===== src/rtl/core/mrfr_pkg.sv =====
// Shared types and constants of the motor reply frame receiver.
// No dependencies.
package mrfr_pkg;

  localparam int unsigned FRAME_MAX   = 16;
  localparam int unsigned IDX_W       = $clog2(FRAME_MAX);
  localparam int unsigned CNT_W       = $clog2(FRAME_MAX + 1);
  localparam int unsigned MEM_DEPTH   = 2 * (2 ** IDX_W);
  localparam int unsigned MEM_AW      = IDX_W + 1;

  localparam int unsigned OP_Q_DEPTH  = 2;
  localparam int unsigned OP_Q_PW     = $clog2(OP_Q_DEPTH);
  localparam int unsigned OP_Q_CW     = $clog2(OP_Q_DEPTH + 1);
  localparam int unsigned RES_Q_DEPTH = 4;
  localparam int unsigned RES_Q_PW    = $clog2(RES_Q_DEPTH);
  localparam int unsigned RES_Q_CW    = $clog2(RES_Q_DEPTH + 1);

  localparam logic [7:0] MOTOR_ADDRESS_RST = 8'd1;
  localparam logic [7:0] TAIL_BYTE_RST     = 8'd107;

  localparam logic [7:0] CODE_VERSION  = 8'h1F;
  localparam logic [7:0] CODE_ACK_A    = 8'hF3;
  localparam logic [7:0] CODE_ACK_B    = 8'hF6;
  localparam logic [7:0] CODE_ACK_C    = 8'hFD;
  localparam logic [7:0] CODE_ACK_D    = 8'hFE;
  localparam logic [CNT_W-1:0] LEN_VERSION  = CNT_W'(5);
  localparam logic [CNT_W-1:0] LEN_ACK      = CNT_W'(4);
  localparam logic [CNT_W-1:0] LEN_CODE_MIN = CNT_W'(3);

  typedef enum logic {
    CFG_MOTOR_ADDRESS = 1'b0,
    CFG_TAIL_BYTE     = 1'b1
  } cfg_idx_e;

  typedef enum logic [1:0] {
    CMD_RX_BYTE = 2'd0,
    CMD_CONSUME = 2'd1,
    CMD_READ    = 2'd2,
    CMD_NOP     = 2'd3
  } cmd_e;

  // Classified item between front and back
  typedef struct packed {
    cmd_e       kind;
    logic [7:0] data;
    logic [3:0] idx;
    logic       is_addr;
    logic       is_tail;
  } op_t;

  typedef struct packed {
    logic        frame_ready;
    logic [4:0]  frame_length;
    logic        is_version_reply;
    logic        is_command_reply;
    logic [7:0]  reply_code;
    logic [7:0]  reply_status;
    logic [7:0]  fw_rev;
    logic [7:0]  hw_rev;
    logic [31:0] valid_frames;
    logic [31:0] dropped_frames;
    logic [7:0]  read_data;
  } res_t;

endpackage


===== src/rtl/core/motor_reply_frame_receiver.sv =====
// Top level of the motor reply frame receiver.
// Depends on mrfr_pkg, mrfr_front, mrfr_op_queue, mrfr_back, mrfr_res_queue.
//
//   channel   handshake        payload
//   input     push / full      command_i, rx_byte_i, read_index_i
//   result    empty / pop      frame_ready_o .. read_data_o (one per item)
//   config    cfg_we_i         cfg_index_i, cfg_data_i (no wait, no read-back)
//
// One item per cycle sustained while results are popped; an item's result reaches
// the result queue through the op queue, then the registered frame-store read.
// Frame bytes live in a two-bank store; a latch swaps banks instead of copying.
// Reset is asynchronous, active low, with no clearing pass; stores are only
// read below a valid length.
// A stalled result side backs up the result queue, then the op queue, then full.
module motor_reply_frame_receiver (
  input  logic        clk_i,
  input  logic        rst_ni,
  input  logic        cfg_we_i,
  input  logic        cfg_index_i,
  input  logic [7:0]  cfg_data_i,
  input  logic        push,
  output logic        full,
  input  logic [1:0]  command_i,
  input  logic [7:0]  rx_byte_i,
  input  logic [3:0]  read_index_i,
  output logic        empty,
  input  logic        pop,
  output logic        frame_ready_o,
  output logic [4:0]  frame_length_o,
  output logic        is_version_reply_o,
  output logic        is_command_reply_o,
  output logic [7:0]  reply_code_o,
  output logic [7:0]  reply_status_o,
  output logic [7:0]  fw_rev_o,
  output logic [7:0]  hw_rev_o,
  output logic [31:0] valid_frames_o,
  output logic [31:0] dropped_frames_o,
  output logic [7:0]  read_data_o
);

  mrfr_pkg::op_t                 front_op, back_op;
  mrfr_pkg::res_t                back_res, head_res;
  logic                          q_push, q_full, q_empty, q_pop, res_push;
  logic [mrfr_pkg::RES_Q_CW-1:0] res_count;

  mrfr_front u_front (
    .clk_i        (clk_i),
    .rst_ni       (rst_ni),
    .cfg_we_i     (cfg_we_i),
    .cfg_index_i  (cfg_index_i),
    .cfg_data_i   (cfg_data_i),
    .push_i       (push),
    .q_full_i     (q_full),
    .command_i    (command_i),
    .rx_byte_i    (rx_byte_i),
    .read_index_i (read_index_i),
    .q_push_o     (q_push),
    .op_o         (front_op)
  );

  mrfr_op_queue u_op_queue (
    .clk_i   (clk_i),
    .rst_ni  (rst_ni),
    .push_i  (q_push),
    .op_i    (front_op),
    .full_o  (q_full),
    .pop_i   (q_pop),
    .op_o    (back_op),
    .empty_o (q_empty)
  );

  mrfr_back u_back (
    .clk_i       (clk_i),
    .rst_ni      (rst_ni),
    .op_i        (back_op),
    .op_empty_i  (q_empty),
    .op_pop_o    (q_pop),
    .res_count_i (res_count),
    .res_push_o  (res_push),
    .res_o       (back_res)
  );

  mrfr_res_queue u_res_queue (
    .clk_i   (clk_i),
    .rst_ni  (rst_ni),
    .push_i  (res_push),
    .res_i   (back_res),
    .pop_i   (pop),
    .res_o   (head_res),
    .empty_o (empty),
    .count_o (res_count)
  );

  assign full               = q_full;
  assign frame_ready_o      = head_res.frame_ready;
  assign frame_length_o     = head_res.frame_length;
  assign is_version_reply_o = head_res.is_version_reply;
  assign is_command_reply_o = head_res.is_command_reply;
  assign reply_code_o       = head_res.reply_code;
  assign reply_status_o     = head_res.reply_status;
  assign fw_rev_o           = head_res.fw_rev;
  assign hw_rev_o           = head_res.hw_rev;
  assign valid_frames_o     = head_res.valid_frames;
  assign dropped_frames_o   = head_res.dropped_frames;
  assign read_data_o        = head_res.read_data;

endmodule


===== src/rtl/core/mrfr_front.sv =====
// Front end: configuration registers and classification of incoming items.
// Depends on mrfr_pkg.
module mrfr_front (
  input  logic           clk_i,
  input  logic           rst_ni,
  input  logic           cfg_we_i,
  input  logic           cfg_index_i,
  input  logic [7:0]     cfg_data_i,
  input  logic           push_i,
  input  logic           q_full_i,
  input  logic [1:0]     command_i,
  input  logic [7:0]     rx_byte_i,
  input  logic [3:0]     read_index_i,
  output logic           q_push_o,
  output mrfr_pkg::op_t  op_o
);

  logic [7:0] motor_address_q, motor_address_d;
  logic [7:0] tail_byte_q, tail_byte_d;

  always_comb begin
    motor_address_d = motor_address_q;
    tail_byte_d     = tail_byte_q;
    if (cfg_we_i) begin
      case (mrfr_pkg::cfg_idx_e'(cfg_index_i))
        mrfr_pkg::CFG_MOTOR_ADDRESS: motor_address_d = cfg_data_i;
        mrfr_pkg::CFG_TAIL_BYTE:     tail_byte_d     = cfg_data_i;
        default: ;
      endcase
    end
  end

  always_ff @(posedge clk_i or negedge rst_ni) begin
    if (!rst_ni) begin
      motor_address_q <= mrfr_pkg::MOTOR_ADDRESS_RST;
      tail_byte_q     <= mrfr_pkg::TAIL_BYTE_RST;
    end else begin
      motor_address_q <= motor_address_d;
      tail_byte_q     <= tail_byte_d;
    end
  end

  always_comb begin
    op_o.kind    = mrfr_pkg::cmd_e'(command_i);
    op_o.data    = rx_byte_i;
    op_o.idx     = read_index_i;
    op_o.is_addr = (rx_byte_i == motor_address_q);
    op_o.is_tail = (rx_byte_i == tail_byte_q);
  end

  assign q_push_o = push_i & ~q_full_i;

endmodule


===== src/rtl/core/mrfr_op_queue.sv =====
// Short queue of classified items between front and back end.
// Depends on mrfr_pkg.
module mrfr_op_queue (
  input  logic           clk_i,
  input  logic           rst_ni,
  input  logic           push_i,
  input  mrfr_pkg::op_t  op_i,
  output logic           full_o,
  input  logic           pop_i,
  output mrfr_pkg::op_t  op_o,
  output logic           empty_o
);

  mrfr_pkg::op_t entry_q [mrfr_pkg::OP_Q_DEPTH];
  logic [mrfr_pkg::OP_Q_PW-1:0] wr_ptr_q, wr_ptr_d, rd_ptr_q, rd_ptr_d;
  logic [mrfr_pkg::OP_Q_CW-1:0] count_q, count_d;

  assign full_o  = (count_q == mrfr_pkg::OP_Q_CW'(mrfr_pkg::OP_Q_DEPTH));
  assign empty_o = (count_q == '0);
  assign op_o    = entry_q[rd_ptr_q];

  always_comb begin
    wr_ptr_d = wr_ptr_q;
    rd_ptr_d = rd_ptr_q;
    count_d  = count_q;
    if (push_i) begin
      wr_ptr_d = (wr_ptr_q == mrfr_pkg::OP_Q_PW'(mrfr_pkg::OP_Q_DEPTH - 1)) ? '0
                                                                           : wr_ptr_q + 1'b1;
    end
    if (pop_i) begin
      rd_ptr_d = (rd_ptr_q == mrfr_pkg::OP_Q_PW'(mrfr_pkg::OP_Q_DEPTH - 1)) ? '0
                                                                           : rd_ptr_q + 1'b1;
    end
    if (push_i && !pop_i) count_d = count_q + 1'b1;
    else if (!push_i && pop_i) count_d = count_q - 1'b1;
  end

  always_ff @(posedge clk_i or negedge rst_ni) begin
    if (!rst_ni) begin
      wr_ptr_q <= '0;
      rd_ptr_q <= '0;
      count_q  <= '0;
    end else begin
      wr_ptr_q <= wr_ptr_d;
      rd_ptr_q <= rd_ptr_d;
      count_q  <= count_d;
    end
  end

  always_ff @(posedge clk_i) begin
    if (push_i) entry_q[wr_ptr_q] <= op_i;
  end

endmodule


===== src/rtl/core/mrfr_back.sv =====
// Back end: frame assembly, latch, decode, counters and frame store.
// Depends on mrfr_pkg.
module mrfr_back (
  input  logic                            clk_i,
  input  logic                            rst_ni,
  input  mrfr_pkg::op_t                   op_i,
  input  logic                            op_empty_i,
  output logic                            op_pop_o,
  input  logic [mrfr_pkg::RES_Q_CW-1:0]   res_count_i,
  output logic                            res_push_o,
  output mrfr_pkg::res_t                  res_o
);

  localparam int unsigned CNT_W = mrfr_pkg::CNT_W;
  localparam int unsigned IDX_W = mrfr_pkg::IDX_W;

  // Two banks: one assembles, the other holds the latched frame.
  // A latch swaps the roles, so no copy is needed.
  logic [7:0] mem_q [mrfr_pkg::MEM_DEPTH];
  logic [7:0] rdata_q;

  logic [CNT_W-1:0] asm_cnt_q, asm_cnt_d;
  logic             asm_bank_q, asm_bank_d;
  logic             lat_bank_q, lat_bank_d;
  logic [CNT_W-1:0] lat_len_q, lat_len_d;
  logic             pending_q, pending_d;
  logic [7:0]       code_q, code_d, status_q, status_d;
  logic [7:0]       fw_q, fw_d, hw_q, hw_d;
  logic             ver_q, ver_d, ack_q, ack_d;
  logic [31:0]      good_q, good_d, drop_q, drop_d;
  logic [7:0]       b1_q, b2_q, b3_q;
  logic             b_valid_q, b_rd_ok_q, rd_ok_d;

  logic                        fire;
  logic                        wr_en, rd_en;
  logic [mrfr_pkg::MEM_AW-1:0] wr_addr, rd_addr;
  logic [CNT_W-1:0]            new_len;

  // Credit covers the item already in the read stage.
  assign fire = !op_empty_i &&
                ((res_count_i + mrfr_pkg::RES_Q_CW'(b_valid_q)) <
                 mrfr_pkg::RES_Q_CW'(mrfr_pkg::RES_Q_DEPTH));
  assign op_pop_o = fire;

  assign new_len = asm_cnt_q + 1'b1;
  assign wr_addr = {asm_bank_q, asm_cnt_q[IDX_W-1:0]};
  assign rd_addr = {lat_bank_q, IDX_W'(op_i.idx)};

  always_comb begin
    asm_cnt_d  = asm_cnt_q;
    asm_bank_d = asm_bank_q;
    lat_bank_d = lat_bank_q;
    lat_len_d  = lat_len_q;
    pending_d  = pending_q;
    code_d     = code_q;
    status_d   = status_q;
    fw_d       = fw_q;
    hw_d       = hw_q;
    ver_d      = ver_q;
    ack_d      = ack_q;
    good_d     = good_q;
    drop_d     = drop_q;
    wr_en      = 1'b0;
    rd_en      = 1'b0;
    rd_ok_d    = 1'b0;
    if (fire) begin
      case (op_i.kind)
        mrfr_pkg::CMD_RX_BYTE: begin
          if (asm_cnt_q == '0) begin
            if (op_i.is_addr) begin
              wr_en     = 1'b1;
              asm_cnt_d = CNT_W'(1);
            end
          end else if (asm_cnt_q >= CNT_W'(mrfr_pkg::FRAME_MAX)) begin
            drop_d    = drop_q + 32'd1;
            asm_cnt_d = '0;
          end else begin
            wr_en     = 1'b1;
            asm_cnt_d = new_len;
            if (op_i.is_tail) begin
              asm_cnt_d = '0;
              if (!pending_q) begin
                lat_bank_d = asm_bank_q;
                asm_bank_d = ~asm_bank_q;
                lat_len_d  = new_len;
                pending_d  = 1'b1;
                good_d     = good_q + 32'd1;
                // Decode bytes 1..3 were captured on earlier transfers
                code_d     = 8'd0;
                status_d   = 8'd0;
                fw_d       = 8'd0;
                hw_d       = 8'd0;
                ver_d      = 1'b0;
                ack_d      = 1'b0;
                if (new_len >= mrfr_pkg::LEN_CODE_MIN) begin
                  code_d = b1_q;
                  if (new_len == mrfr_pkg::LEN_VERSION && b1_q == mrfr_pkg::CODE_VERSION) begin
                    fw_d  = b2_q;
                    hw_d  = b3_q;
                    ver_d = 1'b1;
                  end else if (new_len == mrfr_pkg::LEN_ACK &&
                               (b1_q inside {mrfr_pkg::CODE_ACK_A, mrfr_pkg::CODE_ACK_B,
                                             mrfr_pkg::CODE_ACK_C, mrfr_pkg::CODE_ACK_D})) begin
                    status_d = b2_q;
                    ack_d    = 1'b1;
                  end
                end
              end else begin
                drop_d = drop_q + 32'd1;
              end
            end
          end
        end
        mrfr_pkg::CMD_CONSUME: begin
          pending_d = 1'b0;
          lat_len_d = '0;
          ver_d     = 1'b0;
          ack_d     = 1'b0;
        end
        mrfr_pkg::CMD_READ: begin
          rd_ok_d = ({1'b0, op_i.idx} < 5'(lat_len_q)) &&
                    (32'(op_i.idx) < mrfr_pkg::FRAME_MAX);
          rd_en   = rd_ok_d;
        end
        default: ;
      endcase
    end
  end

  always_ff @(posedge clk_i or negedge rst_ni) begin
    if (!rst_ni) begin
      asm_cnt_q  <= '0;
      asm_bank_q <= 1'b0;
      lat_bank_q <= 1'b1;
      lat_len_q  <= '0;
      pending_q  <= 1'b0;
      code_q     <= '0;
      status_q   <= '0;
      fw_q       <= '0;
      hw_q       <= '0;
      ver_q      <= 1'b0;
      ack_q      <= 1'b0;
      good_q     <= '0;
      drop_q     <= '0;
      b_valid_q  <= 1'b0;
      b_rd_ok_q  <= 1'b0;
    end else begin
      asm_cnt_q  <= asm_cnt_d;
      asm_bank_q <= asm_bank_d;
      lat_bank_q <= lat_bank_d;
      lat_len_q  <= lat_len_d;
      pending_q  <= pending_d;
      code_q     <= code_d;
      status_q   <= status_d;
      fw_q       <= fw_d;
      hw_q       <= hw_d;
      ver_q      <= ver_d;
      ack_q      <= ack_d;
      good_q     <= good_d;
      drop_q     <= drop_d;
      b_valid_q  <= fire;
      b_rd_ok_q  <= rd_ok_d;
    end
  end

  // Shadow copies of the bytes that decoding needs
  always_ff @(posedge clk_i) begin
    if (wr_en && asm_cnt_q == CNT_W'(1)) b1_q <= op_i.data;
    if (wr_en && asm_cnt_q == CNT_W'(2)) b2_q <= op_i.data;
    if (wr_en && asm_cnt_q == CNT_W'(3)) b3_q <= op_i.data;
  end

  always_ff @(posedge clk_i) begin
    if (wr_en) mem_q[wr_addr] <= op_i.data;
    if (rd_en) rdata_q <= mem_q[rd_addr];
  end

  // Read stage: state registers already show the post-update values
  assign res_push_o = b_valid_q;
  always_comb begin
    res_o.frame_ready      = pending_q;
    res_o.frame_length     = 5'(lat_len_q);
    res_o.is_version_reply = ver_q;
    res_o.is_command_reply = ack_q;
    res_o.reply_code       = code_q;
    res_o.reply_status     = status_q;
    res_o.fw_rev           = fw_q;
    res_o.hw_rev           = hw_q;
    res_o.valid_frames     = good_q;
    res_o.dropped_frames   = drop_q;
    res_o.read_data        = b_rd_ok_q ? rdata_q : 8'd0;
  end

endmodule


===== src/rtl/core/mrfr_res_queue.sv =====
// Result queue feeding the output ports.
// Depends on mrfr_pkg.
module mrfr_res_queue (
  input  logic                           clk_i,
  input  logic                           rst_ni,
  input  logic                           push_i,
  input  mrfr_pkg::res_t                 res_i,
  input  logic                           pop_i,
  output mrfr_pkg::res_t                 res_o,
  output logic                           empty_o,
  output logic [mrfr_pkg::RES_Q_CW-1:0]  count_o
);

  mrfr_pkg::res_t entry_q [mrfr_pkg::RES_Q_DEPTH];
  logic [mrfr_pkg::RES_Q_PW-1:0] wr_ptr_q, wr_ptr_d, rd_ptr_q, rd_ptr_d;
  logic [mrfr_pkg::RES_Q_CW-1:0] count_q, count_d;
  logic                          do_pop;

  assign empty_o = (count_q == '0);
  assign count_o = count_q;
  assign res_o   = entry_q[rd_ptr_q];
  assign do_pop  = pop_i & ~empty_o;

  always_comb begin
    wr_ptr_d = wr_ptr_q;
    rd_ptr_d = rd_ptr_q;
    count_d  = count_q;
    if (push_i) begin
      wr_ptr_d = (wr_ptr_q == mrfr_pkg::RES_Q_PW'(mrfr_pkg::RES_Q_DEPTH - 1)) ? '0
                                                                             : wr_ptr_q + 1'b1;
    end
    if (do_pop) begin
      rd_ptr_d = (rd_ptr_q == mrfr_pkg::RES_Q_PW'(mrfr_pkg::RES_Q_DEPTH - 1)) ? '0
                                                                             : rd_ptr_q + 1'b1;
    end
    if (push_i && !do_pop) count_d = count_q + 1'b1;
    else if (!push_i && do_pop) count_d = count_q - 1'b1;
  end

  always_ff @(posedge clk_i or negedge rst_ni) begin
    if (!rst_ni) begin
      wr_ptr_q <= '0;
      rd_ptr_q <= '0;
      count_q  <= '0;
    end else begin
      wr_ptr_q <= wr_ptr_d;
      rd_ptr_q <= rd_ptr_d;
      count_q  <= count_d;
    end
  end

  always_ff @(posedge clk_i) begin
    if (push_i) entry_q[wr_ptr_q] <= res_i;
  end

endmodule


===== config.mk =====
export PLATFORM = sky130hd
export DESIGN_NAME = motor_reply_frame_receiver
export DESIGN_NICKNAME = d
export VERILOG_FILES = /design/src/rtl/core/mrfr_pkg.sv /design/src/rtl/core/motor_reply_frame_receiver.sv /design/src/rtl/core/mrfr_front.sv /design/src/rtl/core/mrfr_op_queue.sv /design/src/rtl/core/mrfr_back.sv /design/src/rtl/core/mrfr_res_queue.sv
export SDC_FILE = /design/constraint.sdc
export NUM_CORES = 1
export LEC_CHECK = 0
export BUFFER_PORTS_ARGS = -buffer_cell sky130_fd_sc_hd__buf_2
export CORE_ASPECT_RATIO = 2
export CORE_MARGIN = 1
export CORE_UTILIZATION = 40
export CTS_BUF_LIST = sky130_fd_sc_hd__clkbuf_4
export DETAILED_ROUTE_END_ITERATION = 8
export GPL_TIMING_DRIVEN = 0
export PLACE_DENSITY = 0.55
export RECOVER_POWER = 100
export SYNTH_ARGS = -nofsm -noshare
export SYNTH_HDL_FRONTEND = slang
export SYNTH_SLANG_ARGS = --single-unit

===== constraint.sdc =====
create_clock -name clk_i -period 6.1 [get_ports clk_i]
set_input_delay 0.305 -clock clk_i [delete_from_list [all_inputs] [get_ports clk_i]]
set_output_delay 0.305 -clock clk_i [all_outputs]
set_load 0.02 [all_outputs]

# After elaboration in Yosys (flattened, before gate mapping)
# Memory sizes are Yosys's and may differ from the RTL's. A register that Yosys moved wholly into a read port is not among the register bits.
# Cells that the tools add are included.
op_classes:
  n_reduce_logical: 32
  bitwise_logic: 9
  n_eq_ne: 22
  addsub: 12
  n_mux: 61
  magnitude_cmp: 4
op_table:
  columns: ["cell", "count"]
  rows:
  - ["$mux W32", 3]
  - ["$mux W8", 9]
  - ["$add A32 B1 Y32 const B", 2]
  - ["$mux W5", 8]
  - ["$eq A8 B8 Y1 const B", 4]
  - ["$mux W1", 31]
  - ["$eq A8 B8 Y1", 2]
  - ["$reduce_and A6 Y1", 2]
  - ["$eq A5 B2 Y1 const B", 2]
  - ["$eq A5 B3 Y1 const B", 2]
  - ["$logic_and A1 B1 Y1", 10]
  - ["$ne A2 B2 Y1 const B", 5]
  - ["$pmux W5 S2", 1]
  - ["$reduce_and A5 Y1", 2]
  - ["$reduce_bool A2 Y1", 5]
  - ["$eq A2 B2 Y1 const B", 4]
  - ["$eq A8 B5 Y1 const B", 1]
  - ["$mux W2", 4]
  - ["$not A1 Y1", 7]
  - ["$add A2 B1 Y2 const B", 3]
  - ["$mux W3", 2]
  - ["$pmux W1 S2", 3]
  - ["$add A5 B1 Y5 const B", 1]
  - ["$eq A5 B1 Y1 const B", 1]
  - ["other kinds (18)", 26]
totals:
  mem_count: 3
  ram_bits: 736
  in_bits: 28
  output_inout_bits: 114
  wordCells: 169
  reg_bits: 164
memory_table:
  columns: ["memory", "words", "word_bits", "read_ports", "rd_clocked_by_memory_dff", "write_ports", "line_no", "source"]
  rows:
  - ["u_res_queue.entry_q", 4, 112, 1, 0, 1, "mrfr_res_queue.sv:14", "mrfr_pkg::res_t entry_q [mrfr_pkg::RES_Q_DEPTH];"]
  - ["u_back.mem_q", 32, 8, 1, 1, 1, "mrfr_back.sv:19", "logic [7:0] mem_q [mrfr_pkg::MEM_DEPTH];"]
  - ["u_op_queue.entry_q", 2, 16, 1, 0, 1, "mrfr_op_queue.sv:14", "mrfr_pkg::op_t entry_q [mrfr_pkg::OP_Q_DEPTH];"]

# Logic depth before layout (Yosys ltp)
# Gate-level depths: netlist (run 1).
depth:
  ltp_word: 11
  depth_mapped: 10
  mapped_depth_nobuf: 8

# By module
# From an unflattened synthesis (run 1), not the netlist that was laid out.
unflattened:
  cells_unflattened: 1746
  hier_area_um2: 35073.6
modules_own_cells:
  columns: ["module", "cells_each", "seq_area_each_um2", "area_each_um2", "n_inst"]
  rows:
  - ["mrfr_res_queue", 622, 13628.1, 16558.4, 1]
  - ["mrfr_back", 986, 11477.3, 16189.3, 1]
  - ["mrfr_op_queue", 66, 1061.0, 1392.6, 1]
  - ["mrfr_front", 72, 407.9, 933.4, 1]

# Worst setup path after synthesis (run 1)
# Ideal clock, no wire load.
synth_path:
  kind: "reg2reg"
  startpoint: "reg u_res_queue.wr_ptr_q[0] in the netlist's numbering"
  endpoint: "mem u_res_queue.entry_q[2][0] in the netlist's numbering (enable)"
  synth_period_minus_slack_ps: 3682
  required_ps: 5616
  path_buffers: 0
  t_arrival_ps: 3198
  stages_incl_launch_ff: 4
  path_slack_ps: 2418
  setup_ps: 484
  cell_sequence: "dfrtp_1 inv_1 ha_1 and2_1"
synth_rtl:
  columns: ["element", "line_no", "source"]
  rows:
  - ["start, declared", "mrfr_res_queue.sv:15", "logic [mrfr_pkg::RES_Q_PW-1:0] wr_ptr_q, wr_ptr_d, rd_ptr_q, rd_ptr_d;"]
  - ["start signal, assigned", "mrfr_res_queue.sv:46", "wr_ptr_q <= wr_ptr_d;"]
  - ["end, declared", "mrfr_res_queue.sv:14", null]
# No word-level cell before the write port.

# Worst setup path in the final report (run 1)
layout_path:
  startpoint: "reg u_op_queue.rd_ptr_q"
  endpoint: "reg u_back.rdata_q[3] (read register of u_back.mem_q) (data pin)"
layout_via:
  elab_chain_len: 4
  word_cells_on_any_way: 5
  classes_between: "order compare: 1; eq/ne: 1; mux: 2; memory: 1"
layout_rtl:
  columns: ["element", "line_no", "source"]
  rows:
  - ["start, declared", "mrfr_op_queue.sv:15", "logic [mrfr_pkg::OP_Q_PW-1:0] wr_ptr_q, wr_ptr_d, rd_ptr_q, rd_ptr_d;"]
  - ["start signal, assigned", "mrfr_op_queue.sv:45", "rd_ptr_q <= rd_ptr_d;"]
  - ["$mem_v2 Z2 W16 (*)", null, null]
  - ["$lt A4 B5 Y1 / $eq A2 B2 Y1 (equally long branches)", "mrfr_back.sv:121, mrfr_back.sv:67", null]
  - ["$mux W1", "mrfr_back.sv:67", "case (op_i.kind)"]
  - ["$mux W1", "mrfr_back.sv:66", "if (fire) begin"]
  - ["end, declared", "mrfr_back.sv:20", "logic [7:0] rdata_q;"]
# Mark *: on every way between the ends. The rest lies on a longest branch, timed or not.
# A chain may end at the register's enable or synchronous reset.

==> impl.org, run 1 <==
** GRT
- First-pass GRT wire length :: 131.2 mm
- Overall Global Routing Usage :: 20.32%
- Initial antenna violation count :: 9
- Entering global routing, the biggest net connects 89 pins.
- Via count of the first global-routing pass :: 21.00k
- Global routing finished with a remaining overflow of 0.

** Clock network
- Maximum clock insertion buffer count :: 3
- Post-cts resize count :: 0
- Inserted Clock Buffers :: 190
- The later pin in the worst-skew pair is clocked with a latency of 1020 ps.
- CTS clk-pin slew, worst paths :: 80 ps
- The H-tree was split into 4 levels.
- Clock root buffer master :: clkbuf_4
- TritonCTS built the clock tree.
- Buffers inserted to repair hold after CTS numbered 38.
- Post-CTS Setup Repair Bufs :: 0
- For this design, the sink count on the clock tree is 908.

** Power
- Cell Int Power :: 12.36 mW
- In this run the power density over the cells is 468.1 mW/mm².
- IR analysis of the VDD net gives a maximum drop of 0.0001978 V.
- The design draws 18.87 mW.
- The clock network is responsible for 25.6% of the overall power.
- Sequential cells account for 44.0% of the total power.
- For this design the static power due to leakage is 13.79 nW.
- Summed over all nets, the switching power comes to 6.512 mW.
- Of the total power, the share spent switching nets is 34.50%.
- Comb power frac :: 30.4%

** Yosys
- Most repeated cell in the gate-level netlist after synthesis :: edfxtp_1
- Post-synthesis net count :: 2020
- Summed over all instances, the cell type with the most area after synthesis is edfxtp_1.
- Synthesized area divided by synthesized cell count :: 17.87 µm²
- Main flop type after synthesis :: edfxtp_1
- Seq/Total Area, Yosys :: 75.32%
- Most frequent cells after synthesis :: edfxtp_1 (768), nand2_1 (169), dfrtp_1 (133), mux4_2 (123), nor2_1 (103)
- Synthesis inferred 908 register bits.
- Post-synthesis instance area :: 0.03528 mm²
- In this run, distinct cell masters in the synthesized netlist total 76.
- In the synthesized netlist, the number of instances is 1974.
- Fraction of registers with async set or reset after synthesis :: 15.42%
- In the post-synthesis netlist, the biggest area contributors are edfxtp_1 (65%), dfrtp_1 (9.4%), mux4_2 (7.9%).
- Counting flops with a built-in enable in the synthesized netlist gives 768.
- Synth warnings :: 0
- Portion of synthesized cell area occupied by the leading cell type :: 65.36%

** Worst setup path
- CP dominant cell by count :: clkbuf_1
- Critical path, cell by cell :: clkbuf_1 -> clkbuf_1 -> mux2i_1 -> buf_2 -> nand2_1 -> a32o_1 -> a221oi_1 -> o22ai_1 -> nor4_1
- Type of element capturing the critical path :: register
- Master of the slowest instance on the critical path :: a221oi_1
- Endpoint required time on the critical path :: 6860 ps
- Critical path peak fanout :: 10
- Data on the critical path arrives at its endpoint at 6110 ps.
- Measured in cells, the most critical reg-to-reg path has a length of 9.
- Register-to-register setup slack :: 760 ps
- Critical path type :: register to register
- CP startpoint kind :: register
- Maximum single-stage delay on the critical path :: 1130 ps

** Outcome
- Result of the run :: finished with violations
- The final reports fail on capacitance limit, slew limit.

** Final layout
- In the final layout, the multi-input gates occupy 0.008084 mm².
- From synthesis to final layout, the design area changed by 14.26%.
- Fill cells in the final layout number 7639.
- The post-route netlist has 21.75% of its cells at a drive strength greater than 1.
- The final layout contains 2403 nets.
- The finished cells cover 0.04032 mm².
- Area occupied by registers :: 0.02657 mm²
- Once layout is complete, the utilization of the core stands at 46.29%.

** Floorplan
- Count of boundary I/O pins :: 142
- The core region is 0.08710 mm².
- Cell Rows :: 153
- Effective utilization at floorplan :: 40.51%
- The die is 212.0 µm wide.
- Measured along the y axis, the die boundary spans 422.0 µm.
- The die covers 0.08947 mm².

** Drt
- DRC violation count after routing :: 0
- The first TritonRoute pass finished after 7 iterations.
- Dividing the detail-routed wire length by the instance count gives 24.07 µm.
- WL final :: 88.68 mm
- The count of nets left with antenna violations once routing finished came out at 0.
- Initial DRC count :: 1083
- After detailed routing, the number of vias per cell comes to 5.233.
- Total number of vias :: 19.29k

** Min path
- The worst hold path belongs to the class input pin to register.
- Counting instances, the worst hold path has a depth of 3.

** STA
- At the pin with the least slew margin, the transition time is 2936 ps.
- Across the routed clock network, the largest skew measured is 70.83 ps.
- Worst slew margin relative to its limit :: -95.85%
- Setup repair after global routing left no endpoint under its margin.
- Hold is met by 156.4 ps.
- The number of endpoints with negative hold slack in the final report was 0.
- The final count of pins violating max slew came to 580.
- Setup violation total in the final timing report :: 0
- Final worst path period share :: 87.59%
- Based on the critical path, the design can be clocked at up to 0.1872 GHz.
- Crit path time final :: 5343 ps

** Place
- GP Congestion :: 0.9498
- Port-buffer cells :: 141
- Final HPWL DP :: 61.35 mm
- Placed inst area :: 0.03775 mm²

** Flow run
- The tool flagged a number of max-cap violations equal to 19.
worst max-delay path, delay by kind of cell, from the launching register on:
family	cells	cell delay, ps
AND/OR/NAND/NOR	2	490
buffers and inverters	3	1590
flip-flops	1	320
multiplexers	1	990
AO/OA/AOI/OAI	3	1750
path summary, 6_finish.rpt:
path,end,from
setup / recovery,u_back.rdata_q[3],u_op_queue.rd_ptr_q
hold reg to reg,u_back.hw_q[4],u_back.b3_q[4]
hold / removal,u_front.tail_byte_q[4],cfg_data_i[4]
min in group asynchronous,u_front.tail_byte_q[3],rst_ni
max in group asynchronous,u_back.drop_q[18],rst_ni
setup reg to reg,u_back.rdata_q[3],u_op_queue.rd_ptr_q
metrics by stage:
| step | setup slack [ps] | std cells | TNS (ps) |
|---|---|---|---|
| 5_1_grt | 730.3 | 3685 | 0 |
| 3_5_place_dp | 1750 | 3288 | 0 |
| 3_3_place_gp | -37.59 | 3277 | -2339 |
| 6_report | 757.2 | 3685 | 0 |
| 2_1_floorplan | 2418 | 1974 | 0 |
| 4_1_cts | 1212 | 3680 | 0 |
power groups by stage:
| stage | logic, mW | clock network, mW | registers, mW |
|---|---|---|---|
| after CTS | 6.08 | 4.98 | 8.27 |
| after global placement | 5.86 | 0 | 8.52 |
| after detailed placement | 6.04 | 0 | 8.41 |
| after floorplan | 3.62 | 0 | 8.36 |
| final | 5.73 | 4.83 | 8.31 |
| after global routing | 6.10 | 5.26 | 8.39 |
routing by layer:
metal  GRT usage (%)  vias to the layer above  wire length, µm
met5               0                        -               23
met2           38.67                      568            50270
li1                -                     8630                -
met1           19.11                     9861            28650
met4           13.09                        4             5755
met3           4.286                      222             3984
sequential cells by signal (all words and copies together), names as in the netlist, 2 cells and up:
name,count
u_res_queue.entry_q,448
u_back.mem_q,256
u_back.drop_q,32
u_back.good_q,32
u_op_queue.entry_q,32
u_back.b1_q,8
u_back.b2_q,8
u_back.b3_q,8
u_back.code_q,8
u_back.fw_q,8
u_back.hw_q,8
u_back.rdata_q,8
u_back.status_q,8
u_front.motor_address_q,8
u_front.tail_byte_q,8
u_back.asm_cnt_q,5
u_back.lat_len_q,5
u_res_queue.count_o,3
u_op_queue.count_q,2
u_res_queue.rd_ptr_q,2
u_res_queue.wr_ptr_q,2
cells by family after synthesis:
| kind of cell | count (synthesis) | share of synthesized area (%) |
|---|---|---|
| multiplexers | 190 | 9.915 |
| buffers and inverters | 105 | 1.358 |
| adder cells (fa/ha/maj) | 18 | 0.6596 |
| AO/OA/AOI/OAI | 179 | 3.723 |
| XOR/XNOR | 90 | 2.234 |
| AND/OR/NAND/NOR | 484 | 6.794 |
| flip-flops | 908 | 75.32 |
placed cells by master (no fill, tap or decap), types with 13 or more instances in the layout:
cell and n:
a22o_1 26, nand2b_1 16, xnor2_1 60, dfrtp_1 133, o21ai_0 31, clkinv_1 22, and2_0 13, nor2b_1 16
clkbuf_1 175, nand3_1 55, nor3_1 31, mux2i_1 35, clkbuf_4 319, mux2_2 22, nand2_1 172, a21oi_1 21
edfxtp_1 768, inv_1 26, dlygate4sd3_1 37, ha_1 17, nand4_1 28, nor2_1 104, mux4_2 123, o22ai_1 15
buf_2 35, xor2_1 30
cell type report:
type,instances,area share [%]
buffer,79,0.8348
timing repair buffer,191,2.697
clock buffer,319,5.940
antenna,4,0.02483
tap,1162,3.606
clock inverter,35,0.6890
multi-input combinational,961,20.05
inverter,26,0.2421
sequential,908,65.91
Power figures use the tool's default switching activity.
==> run 2: changes to the inputs <==
PLACE_DENSITY = unset   (was 0.55)
==> impl.org, run 2 (same netlist as run 1, synthesis figures left out) <==
** STA
- The count of endpoints failing setup in the final report is 0 (unchanged).
- The sum of negative setup slack was 0 ps (unchanged).
- The timing-limited maximum frequency came to 0.1900 GHz (+1.5%).
- Worst slew margin relative to its limit :: -143.9% (-48 points)
- The minimum period implied by the final worst setup slack is 5264 ps (-79.22 ps).
- Endpoints failing hold :: 0 (unchanged)
- The final clock period utilization by the worst path was 86.29% (-1.3 points).
- Setup repair after global routing left no endpoint under its margin.
- Final Max Tran Viols :: 543 (-6.4%)
- The final worst clock skew was 45.01 ps (-25.82 ps).
- The pin slew with the least headroom to its limit came to 3658 ps (+722.1 ps).

** Final layout
- The library cell used most frequently in the layout, excluding fill and tap cells, is edfxtp_1.
- Biggest regs :: u_res_queue.entry_q (448), u_back.mem_q (256)
- Share of final-layout standard cells stronger than drive strength 1 :: 20.28% (-1.5 points)
- The net count of the finished layout came to 2392 (-0.46%).
- Most frequent cells in the layout :: edfxtp_1 (768), clkbuf_4 (271), clkbuf_1 (180)
- From synthesis to final layout, the design area changed by 13.56%.
- The final non-filler cell total was 3668 (-0.46%).
- Reg with most FFs :: u_res_queue.entry_q
- The final instance area is 0.04007 mm² (-0.61%).
- The filler cell count is 7638 (-0.013%).
- The final core area utilization is 46.00% (-0.28 points).
- Max FFs per register :: 448 (unchanged)

** Drt
- The number of iterations in the first detailed-routing pass was 5 (-2).
- WL final :: 87.51 mm (-1.3%)
- DRC violation count after routing :: 0 (unchanged)
- Vias per std cell :: 5.221 (-0.25%)
- Count of nets left with antenna violations after detail routing :: 0 (unchanged)
- The number of design-rule violations left by the first detailed-router iteration was 1210 (+12%).
- Total number of vias :: 19.15k (-0.71%)
- The detailed-route wire length per cell came to 23.86 µm (-0.86%).

** Clock network
- The clock sink total is 908 (unchanged).
- Inserted Clock Buffers :: 183 (-3.7%)
- TritonCTS built the clock tree.
- Hold buffer count at cts :: 35 (-7.9%)
- The clock transition at the registers of the reported paths was 70 ps (about the same).
- The count of instances resized after the clock tree is built is 0 (unchanged).
- H-tree levels :: 4 (unchanged)
- Clock root buffer master :: clkbuf_4
- The source-to-sink clock delay at the later pin of the worst-skew pair came to 960 ps (-60 ps).
- Post-CTS Setup Repair Bufs :: 0 (unchanged)
- The deepest clock path buffer count was 3 (unchanged).

** Place
- The total placed instance area is 0.03776 mm² (about the same).
- The instance count after placement with tap cells included was 3288 (unchanged).
- The number of input and output port buffers inserted came to 141 (unchanged).
- GP Congestion :: 0.9383 (-1.2%)
- The sum of net half-perimeters after detailed placement is 60.45 mm (-1.5%).

** Worst setup path
- Critical path, cell by cell :: clkbuf_1 -> clkbuf_1 -> mux2i_4 -> clkbuf_1 -> clkbuf_1 -> nand2_1 -> nand3_1 -> a31oi_1 -> nor4_1
- Critical path peak fanout :: 10 (unchanged)
- Critical path type :: register to register
- CP startpoint kind :: register
- Arrival time at the worst endpoint :: 5850 ps (-260 ps)
- Maximum single-stage delay on the critical path :: 980 ps (-150 ps)
- The critical path data required time was 6690 ps (-170 ps).
- Master of the slowest instance on the critical path :: nor4_1
- In this design, the critical path's most frequently occurring cell is clkbuf_1.
- STA classifies the critical path endpoint as a register.

** GRT
- The pin count of the biggest net entering global routing was 103 (+16%).
- Overflow left after global routing :: 0 (unchanged)
- The global-route usage over all layers was 20.06% (-0.26 points).
- The number of global-route vias before repair was 20.90k (-0.49%).
- The initial antenna violation count was 2 (-7).
- First-pass GRT wire length :: 129.3 mm (-1.5%)

** Floorplan
- The area inside the core boundary is 0.08710 mm² (unchanged).
- The area of the die was 0.08947 mm² (unchanged).
- Die width :: 212.0 µm (unchanged)
- The number of core rows came to 153 (unchanged).
- The starting utilization of the core area was 40.51% (unchanged).
- Overall die height :: 422.0 µm (unchanged)
- Count of boundary I/O pins :: 142 (unchanged)

** Power
- The maximum vdd drop was 0.0001651 V (-17%).
- The final total power is 18.51 mW (-2.0%).
- Total power density per cell area :: 461.9 mW/mm² (-1.3%)
- Static Leak :: 13.63 nW (-1.2%)

** Outcome
- Violations in the final reports :: capacitance limit, slew limit
- Result of the run :: finished with violations

** Flow run
- MaxCap Viol Count :: 14 (-5)

** Min path
- Min-delay worst type :: input pin to register
==> run 2: changes by cell type in the layout (fill, tap and decap cells not counted), moves of 4 or more <==
cell and delta:
dfstp_1 +4, clkinv_2 +14, clkbuf_4 -48, clkbuf_1 +5, dfstp_2 -4, clkinv_1 +22
==> run 2: final timing paths <==
| path | startpoint | to | slack [ps] | cells past startpoint |
|---|---|---|---|---|
| setup / recovery | u_op_queue.rd_ptr_q | u_back.rdata_q[4] | 840 | 9 |
| hold / removal | cfg_data_i[7] | u_front.motor_address_q[7] | 140 | 3 |
| setup reg to reg | u_op_queue.rd_ptr_q | u_back.rdata_q[4] | 840 | 9 |
| hold reg to reg | u_back.b3_q[5] | u_back.hw_q[5] | 470 | 1 |
| max in group asynchronous | rst_ni | u_back.drop_q[20] | 2150 | 4 |
| min in group asynchronous | rst_ni | u_front.tail_byte_q[6] | 980 | 3 |
==> run 2: area by class of cell <==
| cell class | instances | area (µm²) | area share [%] |
|---|---|---|---|
| antenna | 1 | 2.502 | 0.006245 |
| buffer | 79 | 334.1 | 0.8337 |
| clock buffer | 271 | 2034 | 5.077 |
| clock inverter | 73 | 419.2 | 1.046 |
| inverter | 26 | 97.59 | 0.2436 |
| multi-input combinational | 961 | 8103 | 20.22 |
| sequential | 908 | 26570 | 66.32 |
| tap | 1162 | 1454 | 3.629 |
| timing repair buffer | 187 | 1050 | 2.620 |
==> run 2: stage by stage <==
stage	setup slack [ps]	hold slack, ps
finish	836.4	136.3
global route	770.2	39.16
CTS	1247	8.449
detailed placement	1895	229.1
global placement	144.6	447.6
floorplan	2418	9.409
==> run 2: worst max-delay path: cells and delay by family (launching register included) <==
| family | cells | cell delay (ps) |
|---|---|---|
| buffers and inverters | 4 | 2380 |
| AND/OR/NAND/NOR | 3 | 1220 |
| multiplexers | 1 | 650 |
| flip-flops | 1 | 340 |
| AO/OA/AOI/OAI | 1 | 270 |
==> run 2: power breakdown <==
part	total, mW	switching, mW	internal [mW]	leakage (nW)
Sequential	8.32	0.297	8.03	8.74
Clock	4.51	2.28	2.23	1.47
Combinational	5.67	3.90	1.77	3.42
Total	18.5	6.48	12.0	13.6
==> run 2: per-layer routing <==
metal / vias up / GRT usage [%] / part of all wire [%] / wire [µm]
li1: 8585 / - / - / -
met1: 9773 / 18.53 / 32 / 28180
met2: 570 / 38.86 / 57 / 50210
met3: 219 / 4.227 / 4.5 / 3962
met4: 2 / 12.22 / 5.9 / 5148
met5: - / 0 / 0.019 / 17
